## src/qrsm_pkg.sv

```systemverilog
// Shared types, widths and register codes for the quadrotor speed mixer.
package qrsm_pkg;

   localparam int CMD_WIDTH       = 32;
   localparam int GAIN_WIDTH      = 28;
   localparam int SPEED_WIDTH     = 16;
   localparam int PROD_WIDTH      = GAIN_WIDTH + 1 + CMD_WIDTH;
   localparam int SUM_WIDTH       = PROD_WIDTH + 2;
   localparam int FRAC_BITS       = 24;
   localparam int ROOT_ARG_WIDTH  = 32;
   localparam int SQRT_STEPS      = ROOT_ARG_WIDTH / 2;
   localparam int REM_WIDTH       = SPEED_WIDTH + 2;
   localparam int CSR_INDEX_WIDTH = 8;
   localparam int LANES           = 4;
   localparam int MIX_STAGES      = 2;
   localparam int PIPE_STAGES     = MIX_STAGES + SQRT_STEPS + 1;

   localparam int LANE_FRONT = 0;
   localparam int LANE_REAR  = 1;
   localparam int LANE_LEFT  = 2;
   localparam int LANE_RIGHT = 3;

   typedef logic signed [CMD_WIDTH-1:0]  cmd_type;
   typedef logic [GAIN_WIDTH-1:0]        gain_type;
   typedef logic [SPEED_WIDTH-1:0]       speed_type;
   typedef logic signed [PROD_WIDTH-1:0] prod_type;
   typedef logic signed [SUM_WIDTH-1:0]  sum_type;
   typedef logic [ROOT_ARG_WIDTH-1:0]    root_arg_type;
   typedef logic [REM_WIDTH-1:0]         rem_type;

   typedef enum logic [CSR_INDEX_WIDTH-1:0] {
      CSR_ARM_GAIN       = 8'd0,
      CSR_YAW_GAIN       = 8'd1,
      CSR_THRUST_GAIN    = 8'd2,
      CSR_MOTORS_ENABLED = 8'd3
   } csr_index_type;

   localparam gain_type ARM_GAIN_RESET    = 28'd33675340;
   localparam gain_type YAW_GAIN_RESET    = 28'd3878788;
   localparam gain_type THRUST_GAIN_RESET = 28'd3535912;

   typedef struct packed {
      logic valid;
      logic enabled;
   } stage_ctl_type;

endpackage

```

## src/qrsm_merge.sv

```systemverilog
// Output register that combines the lane roots with the floor and enable rules.
module qrsm_merge import qrsm_pkg::*; (
   input  logic      clock,
   input  logic      load,
   input  logic      enabled,
   input  speed_type root [LANES],
   input  logic      below_one [LANES],
   output speed_type speed [LANES]
);

   speed_type speed_ff [LANES];
   speed_type speed_in [LANES];

   always_comb begin
      for (int l = 0; l < LANES; l++) begin
         if (!enabled) begin
            speed_in[l] = '0;
         end else if (below_one[l]) begin
            speed_in[l] = speed_type'(1);
         end else begin
            speed_in[l] = root[l];
         end
      end
   end

   always_ff @(posedge clock) begin
      if (load) begin
         speed_ff <= speed_in;
      end
   end

   assign speed = speed_ff;

endmodule

```

## config.mk

```make
export PLATFORM = sky130hd
export DESIGN_NAME = qrsm_merge
export DESIGN_NICKNAME = d
export VERILOG_FILES = /design/src/qrsm_pkg.sv /design/src/qrsm_merge.sv
export SDC_FILE = /design/constraint.sdc
export NUM_CORES = 1
export LEC_CHECK = 0
export BUFFER_PORTS_ARGS = -buffer_cell sky130_fd_sc_hd__clkbuf_2
export CORE_UTILIZATION = 35
export CTS_BUF_LIST = sky130_fd_sc_hd__clkbuf_4 sky130_fd_sc_hd__clkbuf_8 sky130_fd_sc_hd__clkbuf_16
export DETAILED_ROUTE_END_ITERATION = 8
export PLACE_DENSITY = 0.64
export SLEW_MARGIN = 40
export SYNTH_ARGS = -nofsm -noshare
export SYNTH_HDL_FRONTEND = slang
export SYNTH_SLANG_ARGS = --single-unit
```

## constraint.sdc

```tcl
create_clock -name clock -period 0.85 [get_ports clock]
set_input_delay 0.17 -clock clock [delete_from_list [all_inputs] [get_ports clock]]
set_output_delay 0.17 -clock clock [all_outputs]
set_load 0.05 [all_outputs]
```

After elaboration in Yosys (flattened, before gate mapping)
Cells that the tools add are included.
{ "classes": {"n_shift": 0, "n_reduce_logical": 4, "multipliers": 0, "n_mux": 4, "n_addsub": 0, "magnitude_cmp": 0, "eq_ne": 0, "div_mod_pow": 0, "bitwise": 1} }
{ "ops": {"columns": ["op", "n"], "rows": [
  ["OR reduction 2 bit", 4],
  ["2-to-1 mux 1 bit", 4],
  ["inverter 1 bit", 1]
]} }
{ "totals": {"latch_bits": 0, "reg_bits": 64, "ram_bits": 0, "out_inout_bits": 64, "memories": 0, "in_bits": 71, "mem_bits_ro": 0, "wordCells": 17} }

Longest topological paths before layout
{ "depth": {"word_depth": 2, "depth_mapped": 3, "mapped_depth_nobuf": 1} }

Worst setup path before layout
Ideal clock, no wire load.
{ "synth_path": {"path_type": "input-to-reg", "start": "input enabled", "end": "register speed_ff, in the netlist speed[46], data pin", "setup_time_ns": 0.255, "arrival_time_ns": 0.565, "n_path_buf": 2, "path_slack_ns": 0.030, "stages": 3, "required_ns": 0.595, "cell_sequence": "buf_6 > buf_6 > and3b_1"} }
{ "synth_via": {"elab_chain_cells": 2} }
{ "synth_rtl": {"columns": ["element", "line", "rtl"], "rows": [
  ["from (decl)", "qrsm_merge.sv:5", "input logic enabled,"],
  ["inverter 1 bit (no source line)", null, null],
  ["OR reduction 2 bit (no source line)", null, null],
  ["to (signal assigned)", "qrsm_merge.sv:28", "speed_ff <= speed_in;"],
  ["to (decl)", "qrsm_merge.sv:11", "speed_type speed_ff [LANES];"]
]} }
Every way passes these cells.
A chain may end at the register's enable or synchronous reset.

Worst setup path after layout
{ "layout_path": {"start": "register speed_ff, in the netlist speed[2]", "end": "output speed[2] (netlist bit)"} }
{ "layout_lines": {"columns": ["element", "line", "rtl"], "rows": [
  ["to (decl)", "qrsm_merge.sv:8", "output speed_type speed [LANES]"]
]} }
No word-level cell between the ends.

==> results.sh <==
export IMPL_fillCellCount=535
export IMPL_synthCells=139
export IMPL_maxCapViolCount=0
export IMPL_area_delta_synth_final_pct=59.9
export IMPL_die_area_sq_um=7720
export IMPL_fmax_ghz=0.899
export IMPL_synth_nets=210
export IMPL_place_gp_congestion=0.680
export IMPL_multi_input_area_sq_um=556
export IMPL_crit_chain="buf_8"
export IMPL_drv_slew=0
export IMPL_pwr_share_comb_pct=21.5
export IMPL_powerDensity_nw_per_um2=2060
export IMPL_io_pins=135
export IMPL_grt_pass1_wl_um=8540
export IMPL_crit_buf_inv=1
export IMPL_seqPwrFrac_pct=45.2
export IMPL_die_y_um=87.9
export IMPL_ant_nets=0
export IMPL_power_frac_clock_pct=33.3
export IMPL_hold_violations=0
export IMPL_p_sw_mw=2.30
export IMPL_rows=30
export IMPL_via_per_inst=4.58
export IMPL_relSlewSlack_pct=82.0
export IMPL_setup_viol=64
export IMPL_antennaDiodeCount=0
export IMPL_min_period_over_period_pct=131
export IMPL_arrival_ns=0.94
export IMPL_cp_start_kind="register"
export IMPL_cts_root_buf="clkbuf_8"
export IMPL_antenna_found_initial=0
export IMPL_violations="setup timing"
export IMPL_start_util_pct=37.2
export IMPL_port_buffers=134
export IMPL_drive_above_1_share_pct=54.1
export IMPL_drc=0
export IMPL_avgSynthCellArea_sq_um=18.6
export IMPL_die_w_um=87.9
export IMPL_sw_frac_of_total_pct=27.0
export IMPL_instances_no_fill=377
export IMPL_seq_area_frac_synth_pct=74.5
export IMPL_synth_seq_cells=64
export IMPL_cts_buffer_depth=2
export IMPL_rsz0062_at_grt="true"
export IMPL_fin_area_sq_um=4130
export IMPL_synth_distinct_cells=6
export IMPL_largest_reg_flops=64
export IMPL_crit_type="reg2out"
export IMPL_drt_iter0_markers=51
export IMPL_place_area_sq_um=3330
export IMPL_h_tree_depth=3
export IMPL_numCtsBuffers=9
export IMPL_power_mw=8.50
export IMPL_post_route_min_period_ns=1.11
export IMPL_grt_pass1_vias=1730
export IMPL_setup_ws_ns=-0.263
export IMPL_yosysWarnings=0
export IMPL_layout_commonest_cell="clkbuf_2"
export IMPL_layout_common_cells="clkbuf_2, edfxtp_1, and3b_1, clkbuf_8, buf_8"
export IMPL_worst_slew_pin_slew_ns=0.270
export IMPL_min_path_type="in2reg"
export IMPL_crit_fanout=1
export IMPL_overflow=0
export IMPL_register_area_sq_um=1920
export IMPL_critPathTopFamily="flip-flops"
export IMPL_coreArea_sq_um=6940
export IMPL_synthesis_area_sq_um=2580
export IMPL_clk_pin_slew_ns=0.07
export IMPL_wirelength_um=6130
export IMPL_required_ns=0.68
export IMPL_cts_setup_buffers=0
export IMPL_post_drt_wl_per_cell_um=16.3
export IMPL_internal_power_mw=6.20
export IMPL_vias=1728
export IMPL_fin_util_pct=59.4
export IMPL_status="complete, but fails checks"
export IMPL_end_kind="output pin"
export IMPL_place_hpwl_um=3980
export IMPL_grt_max_degree=65
export IMPL_max_stage_delay_ns=0.43
export IMPL_grt_use_total_pct=15.3
export IMPL_crit_path_top_delay_cell="edfxtp_1"
export IMPL_dp_cells=361
export IMPL_ir_drop_uv=849
export IMPL_cts_sinks=64
export IMPL_final_nets=347
export IMPL_cts_hold_buf=0
export IMPL_cts_tree="done"
export IMPL_leakage_nw=1.94
export IMPL_drtPass1Iterations=4
path summary, 6_finish.rpt:
kind	from	end	depth (start not counted)
worst max-delay path	speed[2]$_SDFFCE_PP0P_	speed[2]	1
worst min-delay path	root[48]	speed[48]$_SDFFCE_PN0P_	2
cell families after synthesis:
| group | after synthesis | synth area share, % |
|---|---|---|
| AND/OR/NAND/NOR | 60 | 20.4 |
| buffers and inverters | 11 | 4.02 |
| AO/OA/AOI/OAI | 4 | 1.16 |
| flip-flops | 64 | 74.5 |
area by class of cell:
class / count / share of cell area, %
multi-input combinational: 64 / 13.5
timing repair buffer: 137 / 31.8
clock inverter: 4 / 1.67
tap: 96 / 2.91
clock buffer: 12 / 3.55
sequential: 64 / 46.6
cell usage after synthesis (all sizes together):
cell / count / area share [%]
buf: 11 / 4.0
and3b: 60 / 20
edfxtp: 64 / 74
o21a: 4 / 1.2
metal layers:
| layer | vias to the layer above | part of all wire (%) | global-route usage (%) |
|---|---|---|---|
| met1 | 821 | 40 | 17.3 |
| met2 | 83 | 52 | 26.1 |
| met3 | 8 | 7.0 | 4.24 |
| met4 | 0 | 1.4 | 8.05 |
| met5 | - | 0 | 0 |
| li1 | 816 | - | - |
metrics by stage:
step	hold WS [ns]	worst slack, ns	TNS (ns)
after floorplan	0.282	0.0300	0
after global placement	0.449	-0.0661	-4.10
after detailed placement	0.447	-0.0853	-4.64
after CTS	0.0999	-0.275	-15.08
after global routing	0.109	-0.290	-16.26
final	0.115	-0.263	-14.00
repair_timing:
item / CTS / global route
setup endpoints to repair: 64 / 64
hold endpoints to repair: 0 / 0
gates resized for setup: 128 / 18
power groups by stage:
stage                     clock network (mW)  registers, mW  logic [mW]
final                                   2.83           3.84        1.83
after global routing                    3.01           3.86        1.90
after CTS                               2.89           3.82        1.80
after detailed placement                   0           3.85        1.46
after global placement                     0           3.85        1.45
after floorplan                            0           4.66       0.188
(Power assumes the default switching activity.)
