`src/qrsm_pkg.sv`:
```
// Shared types, widths and register codes for the quadrotor speed mixer.
package qrsm_pkg;

   localparam int CMD_WIDTH       = 32;
   localparam int GAIN_WIDTH      = 28;
   localparam int SPEED_WIDTH     = 16;
   localparam int PROD_WIDTH      = GAIN_WIDTH + 1 + CMD_WIDTH;
   localparam int SUM_WIDTH       = PROD_WIDTH + 2;
   localparam int FRAC_BITS       = 24;
   localparam int ROOT_ARG_WIDTH  = 32;
   localparam int SQRT_STEPS      = ROOT_ARG_WIDTH / 2;
   localparam int REM_WIDTH       = SPEED_WIDTH + 2;
   localparam int CSR_INDEX_WIDTH = 8;
   localparam int LANES           = 4;
   localparam int MIX_STAGES      = 2;
   localparam int PIPE_STAGES     = MIX_STAGES + SQRT_STEPS + 1;

   localparam int LANE_FRONT = 0;
   localparam int LANE_REAR  = 1;
   localparam int LANE_LEFT  = 2;
   localparam int LANE_RIGHT = 3;

   typedef logic signed [CMD_WIDTH-1:0]  cmd_type;
   typedef logic [GAIN_WIDTH-1:0]        gain_type;
   typedef logic [SPEED_WIDTH-1:0]       speed_type;
   typedef logic signed [PROD_WIDTH-1:0] prod_type;
   typedef logic signed [SUM_WIDTH-1:0]  sum_type;
   typedef logic [ROOT_ARG_WIDTH-1:0]    root_arg_type;
   typedef logic [REM_WIDTH-1:0]         rem_type;

   typedef enum logic [CSR_INDEX_WIDTH-1:0] {
      CSR_ARM_GAIN       = 8'd0,
      CSR_YAW_GAIN       = 8'd1,
      CSR_THRUST_GAIN    = 8'd2,
      CSR_MOTORS_ENABLED = 8'd3
   } csr_index_type;

   localparam gain_type ARM_GAIN_RESET    = 28'd33675340;
   localparam gain_type YAW_GAIN_RESET    = 28'd3878788;
   localparam gain_type THRUST_GAIN_RESET = 28'd3535912;

   typedef struct packed {
      logic valid;
      logic enabled;
   } stage_ctl_type;

endpackage

```
`src/qrsm_sqrt_lane.sv`:
```
// Pipelined integer square root, one result bit per stage, for one rotor lane.
module qrsm_sqrt_lane import qrsm_pkg::*; (
   input  logic                  clock,
   input  logic [SQRT_STEPS-1:0] advance,
   input  root_arg_type          arg,
   input  logic                  below_one_in,
   output speed_type             root,
   output logic                  below_one_out
);

   root_arg_type x_ff [SQRT_STEPS];
   root_arg_type x_in [SQRT_STEPS];
   rem_type      rem_ff [SQRT_STEPS];
   rem_type      rem_in [SQRT_STEPS];
   speed_type    root_ff [SQRT_STEPS];
   speed_type    root_in [SQRT_STEPS];
   logic         low_ff [SQRT_STEPS];
   logic         low_in [SQRT_STEPS];

   always_comb begin
      root_arg_type src_x;
      rem_type      src_rem;
      speed_type    src_root;
      logic         src_low;
      rem_type      partial;
      rem_type      trial;
      for (int s = 0; s < SQRT_STEPS; s++) begin
         if (s == 0) begin
            src_x    = arg;
            src_rem  = '0;
            src_root = '0;
            src_low  = below_one_in;
         end else begin
            src_x    = x_ff[s-1];
            src_rem  = rem_ff[s-1];
            src_root = root_ff[s-1];
            src_low  = low_ff[s-1];
         end
         partial = {src_rem[REM_WIDTH-3:0], src_x[ROOT_ARG_WIDTH-1 -: 2]};
         trial   = {src_root, 2'b01};
         x_in[s]   = {src_x[ROOT_ARG_WIDTH-3:0], 2'b00};
         low_in[s] = src_low;
         if (partial >= trial) begin
            rem_in[s]  = partial - trial;
            root_in[s] = {src_root[SPEED_WIDTH-2:0], 1'b1};
         end else begin
            rem_in[s]  = partial;
            root_in[s] = {src_root[SPEED_WIDTH-2:0], 1'b0};
         end
      end
   end

   always_ff @(posedge clock) begin
      for (int s = 0; s < SQRT_STEPS; s++) begin
         if (advance[s]) begin
            x_ff[s]    <= x_in[s];
            rem_ff[s]  <= rem_in[s];
            root_ff[s] <= root_in[s];
            low_ff[s]  <= low_in[s];
         end
      end
   end

   assign root          = root_ff[SQRT_STEPS-1];
   assign below_one_out = low_ff[SQRT_STEPS-1];

endmodule

```
`config.mk`:
```
export PLATFORM = sky130hd
export DESIGN_NAME = qrsm_sqrt_lane
export DESIGN_NICKNAME = d
export VERILOG_FILES = /design/src/qrsm_pkg.sv /design/src/qrsm_sqrt_lane.sv
export SDC_FILE = /design/constraint.sdc
export NUM_CORES = 1
export LEC_CHECK = 0
export BUFFER_PORTS_ARGS = -buffer_cell sky130_fd_sc_hd__buf_2
export CORE_ASPECT_RATIO = 1.4
export CORE_MARGIN = 8
export CORE_UTILIZATION = 60
export DETAILED_ROUTE_END_ITERATION = 12
export GPL_ROUTABILITY_DRIVEN = 0
export GPL_TIMING_DRIVEN = 0
export PLACE_DENSITY = 0.77
export SYNTH_ARGS = -nofsm -noshare
export SYNTH_HDL_FRONTEND = slang
export SYNTH_SLANG_ARGS = --single-unit
```
`constraint.sdc`:
```
create_clock -name clock -period 5.7 [get_ports clock]
set_clock_uncertainty 0.2 [all_clocks]
set_input_delay 1.71 -clock clock [delete_from_list [all_inputs] [get_ports clock]]
set_output_delay 1.71 -clock clock [all_outputs]
set_load 0.02 [all_outputs]
```
* Yosys cells after proc, flatten, opt, wreduce, memory -nomap -nowiden
Memories as Yosys holds them, arrays and structs flattened.
Cells that the tools add are included.
** Cells by class
- Magnitude comparators :: 16
- Multiplexer cells :: 64
- Add/sub/neg operators :: 16
** Operator list (number)
- two-way mux 18 bit :: 16
- greater-or-equal comparator 18 bit :: 15
- subtractor 18 bit :: 15
- two-way mux 1 bit :: 48
- subtractor 2 x 1 -> 3 bit, second input constant :: 1
- greater-or-equal comparator 2 x 1 -> 1 bit, second input constant :: 1
** Storage, ports and cells
- Flip-flop bits (word level) :: 0
- Logic and storage cells :: 100
- RAM bits :: 1040
- Memories kept :: 4
- Bits of input ports :: 50
- Output and inout port bits :: 17
** Memory list
- x_ff :: depth 16, width 30, rd ports 15, clocked after memory_dff 0, wr ports 16, line qrsm_sqrt_lane.sv:11 : root_arg_type x_ff [SQRT_STEPS];
- rem_ff :: depth 16, width 18, rd ports 15, clocked after memory_dff 0, wr ports 16, line qrsm_sqrt_lane.sv:13 : rem_type rem_ff [SQRT_STEPS];
- root_ff :: depth 16, width 16, rd ports 16, clocked after memory_dff 0, wr ports 16, line qrsm_sqrt_lane.sv:15 : speed_type root_ff [SQRT_STEPS];
- low_ff :: depth 16, width 1, rd ports 16, clocked after memory_dff 0, wr ports 16, line qrsm_sqrt_lane.sv:17 : logic low_ff [SQRT_STEPS];

* Longest topological paths before layout
An unclocked memory read counts as a cell.
- Word-level depth :: 3
- Gate-level depth with buffers :: 11
- Mapped depth without buffers :: 9

* Least setup slack after synthesis
No wires, ideal clock.
- Kind :: reg2reg
- From :: mem rem_ff[0][29] (netlist bit)
- To :: mem rem_ff[0][49] (netlist bit), data pin
- Buffers on the path :: 1
- Cell stages (with the launch flop) :: 9
- Period minus slack after synthesis :: 2948 ps
- Arrival :: 2488 ps
- Path slack :: 2752 ps
- Required time :: 5241 ps
- Library setup time :: 259 ps
- Path through :: edfxtp_1 or4_4 or4_1 or4b_1 buf_6 nor2b_4 nand3_4 nor2_2 or2_1
** RTL lines (line)
- start: declaration :: qrsm_sqrt_lane.sv:13

==> results list <==
- Run status: complete, no violations
* Final routed wirelength across all metal layers: about 51 mm
* Cell Area, Placed: 28,900 sq um
- Global routing used about a fifth of the available tracks.
- Number of buffer cells added on primary ports: 66
- DR WL/cell: about 18 um
- In this run, distinct cell masters in the synthesized netlist total 71.
- Worst skew pair latency: ~0.62 ns
* Hold Startpoint: root_ff[1][71]
- Type of the worst setup path: reg -> reg
- Arrival @ worst endpoint: 3.96 ns
* Top cell types by occurrence after synthesis: edfxtp_1 (616), inv_1 (174), ha_1 (152)
- Counting flops with an async set or reset pin after synthesis yields a share of 0%.
- Critical path, cell by cell: ha_1, clkbuf_1, nand2_1, nor4_1, nor2_1, nand4_1, clkbuf_1, clkbuf_1, a21oi_1
* Fraction of the mapped netlist area in simple logic gates: roughly 9%
* Fin. Hold Viols: 0
- Static Leak: roughly 12 nW
* Clock buffer count from CTS: 55
- In this run the biggest area consumer among cell types represents about 66% of the synthesized area.
- By instance count, the leading cell after synthesis is edfxtp_1.
- Register bit total from synthesis: between 600 and 700
- The clock passes through at most 3 buffers.
* FP Rows: 93
* Power consumption: around 12 mW
* Adder and majority cell fraction of the synthesized area: 6.83%
- Maximum capacitance violations: 0
- Setup violations remaining at the end of the flow were counted as 0.
- Number of buffers added for setup after CTS: 0
- Once layout is complete, the cells apart from fillers number 2,844.
- In the routed layout, each cell is associated on average with a via count of between 5 and 6.
- The clock net in this run drives a total of between 600 and 700 sinks.
* Most used cell, CP: clkbuf_1
- Netlist area before placement: around 28,000 sq um
- Hold Crit Class: reg -> reg
- Normalized max-slew margin: between 30% and 40%
- The total overflow left after global routing is 0.
- On the critical path, the stage with the largest delay is an instance of nor4_1.
* Number of ports placed on the die boundary: 67
* Max-slew violations: 0
- Via count of the first global-routing pass: about 18,000
* Maximum number of pins on one net before global-route repair: 47
- Dominant cell type by area after synthesis: edfxtp_1
- Highest cell delay on the worst timing path: roughly 0.67 ns
- Maximum net fanout on the critical path: 10
- EDFF count, synth: slightly above 600
- Area of the core: roughly 46,000 sq um
- Pwr dens: approximately 380 nW/um^2
* Initial cell density of the core: about three fifths
* Antenna violations before repair: 0
- Share of final-layout standard cells stronger than drive strength 1: between 9 and 10%
- Number of buffers inserted by hold repair at cts: 0
- Critical Path Sink Type: register
* RSZ-0062 raised after global routing: false
* Biggest area contributors in the synthesized netlist: edfxtp_1 (66%), ha_1 (6.8%), xor2_1 (2.7%), inv_1 (2.3%), xnor2_1 (2.2%)
* CTS tree: done
- The repair_antennas step left the layout with diodes totalling 0.
- Sequential area share after synthesis: 66.4%
* Fraction of synthesized cell area in xor and xnor cells: roughly 4.9%
* Final cycle utilization of the critical path: between 60% and 70%
* First-pass GRT wire length: between 80 and 90 mm
- Routed vias: 16,452
- Crit path launch type: register
- Detail Route Antenna Nets: 0
- At the pin with the least slew margin, the transition time is between 0.9 and 1 ns.
- Area of the die: between 50,000 and 60,000 sq um
* Cts repair resizes: 0
- After detailed placement, the design holds a cell count of between 2,000 and 3,000.
* Worst VDD drop: approximately 0.0004 V
- By area, the combinational part of the netlist is dominated by simple AND/OR/NAND/NOR gates.
- The HPWL after detailed placement is between 30 and 40 mm.
- The critical path starts at rem_ff[1][21].
* Register clock-pin slew on the reported worst setup and hold paths: about 0.06 ns
* Launching point of the worst reg2reg path: rem_ff[1][21]
- Drt pass-1 iters: 11
* DIE WIDTH: around 200 um
* Syn_area_per_cell: 13.5 sq um
* Total DRC errors in the routed layout: 0
- Summing all non-filler instances in the final layout gives an area of around 31,000 sq um.
- For the final routed database, the setup TNS stands at 0 ns.
- Worst Path Required: 5.79 ns
- Summing the areas of all compound-gate instances in the mapped netlist gives 8.66% of the synthesized area.
- The smallest clock period supported by the final layout is computed as 3.86 ns.
- Among all flip-flop cells after synthesis, the most frequent one is edfxtp_1.
- The Yosys step of the flow raised 0 warnings.
- For this run, the top clock speed supported by timing is around 0.26 GHz.
* H-tree Lvls: 2
- Clock root cell: clkbuf_16
- Mux share of post-synthesis cell area: less than 1%
- At the end of the flow, the number of nets in the layout was between 2,000 and 2,500.
- From synthesis to final layout, the design area changed by 10.7%.
- The cell count after synthesis came out at just over 2,000.
* Die Y-Extent: 271 um
- Number of design-rule violations left by the first detailed-router iteration: 656
- The number of nets in the synthesized netlist is roughly 2,300.
[flip-flops by register name (all words and copies together) (netlist names)]
register / count
x_ff: 240
rem_ff: 224
root_ff: 136
low_ff: 16
[power by group]
group | leakage (nW) | internal [mW] | total, mW | switching, mW
Sequential | 5.91 | 5.65 | 5.91 | 0.265
Combinational | 5.14 | 0.785 | 1.92 | 1.13
Clock | 0.908 | 2.15 | 3.76 | 1.61
[layout make-up]
| type | instances | area [sq um] |
|---|---|---|
| sequential | 616 | 18500 |
| fill | 3049 | 15200 |
| multi-input combinational | 1222 | 8450 |
| clock buffer | 64 | 1410 |
| tap | 617 | 772 |
| inverter | 175 | 657 |
| clock inverter | 39 | 454 |
| timing repair buffer | 66 | 330 |
| buffer | 45 | 239 |
[cell usage in the layout, fill, tap and decap left out, types with 18 or more instances in the layout]
cell type	count
a21oi_1	123
nor2_1	121
xnor2_1	71
ha_1	152
mux2_2	18
nand3_1	23
a21o_1	33
clkbuf_1	31
or3_1	29
edfxtp_1	616
nand2_1	110
inv_1	174
nor2b_1	25
nand2b_1	29
nor4_1	19
o21a_1	32
o21ai_0	119
nor3_1	54
clkbuf_16	55
buf_2	68
xor2_1	85
nand4_1	25
[through the flow]
stage                     setup WS, ns  util (%)  hold WS (ns)
final                             1.84      67.0         0.205
after global routing              1.71      67.0         0.223
after CTS                         1.93      67.0         0.204
after detailed placement          2.01      63.0         0.205
after global placement            2.11      63.0         0.201
after floorplan                   2.75         -         0.200
[kinds of logic after synthesis]
group	Yosys count
muxes	24
xor gates and xnor gates	156
AOI/OAI and AO/OA	396
DFF	616
adders and majority gates	152
buffers and inverters	220
and+or+nand+nor	493
other	1
[metal layers]
layer / GRT usage [%] / up-vias / wire length (um)
li1: - / 7851 / -
met1: 13.7 / 7898 / 15000
met2: 40.0 / 482 / 30800
met3: 2.71 / 221 / 1760
met4: 13.1 / 0 / 3380
met5: 0 / - / 0
[worst max-delay path, delay by kind of cell, from the launching register on]
family                   cells  cell delay [ns]
buffers and inverters        3             1.35
AND/OR/NAND/NOR              4             1.12
flip-flops                   1             0.41
adder cells (fa/ha/maj)      1             0.29
AO/OA/AOI/OAI                1             0.16
[worst paths after layout]
kind | cells past startpoint | slack [ns] | endpoint
setup / recovery | 9 | 1.84 | rem_ff[1][42]
hold / removal | 0 | 0.21 | root_ff[1][88]
setup reg to reg | 9 | 1.84 | rem_ff[1][42]
hold reg to reg | 0 | 0.21 | root_ff[1][88]
Power figures use the tool's default switching activity.
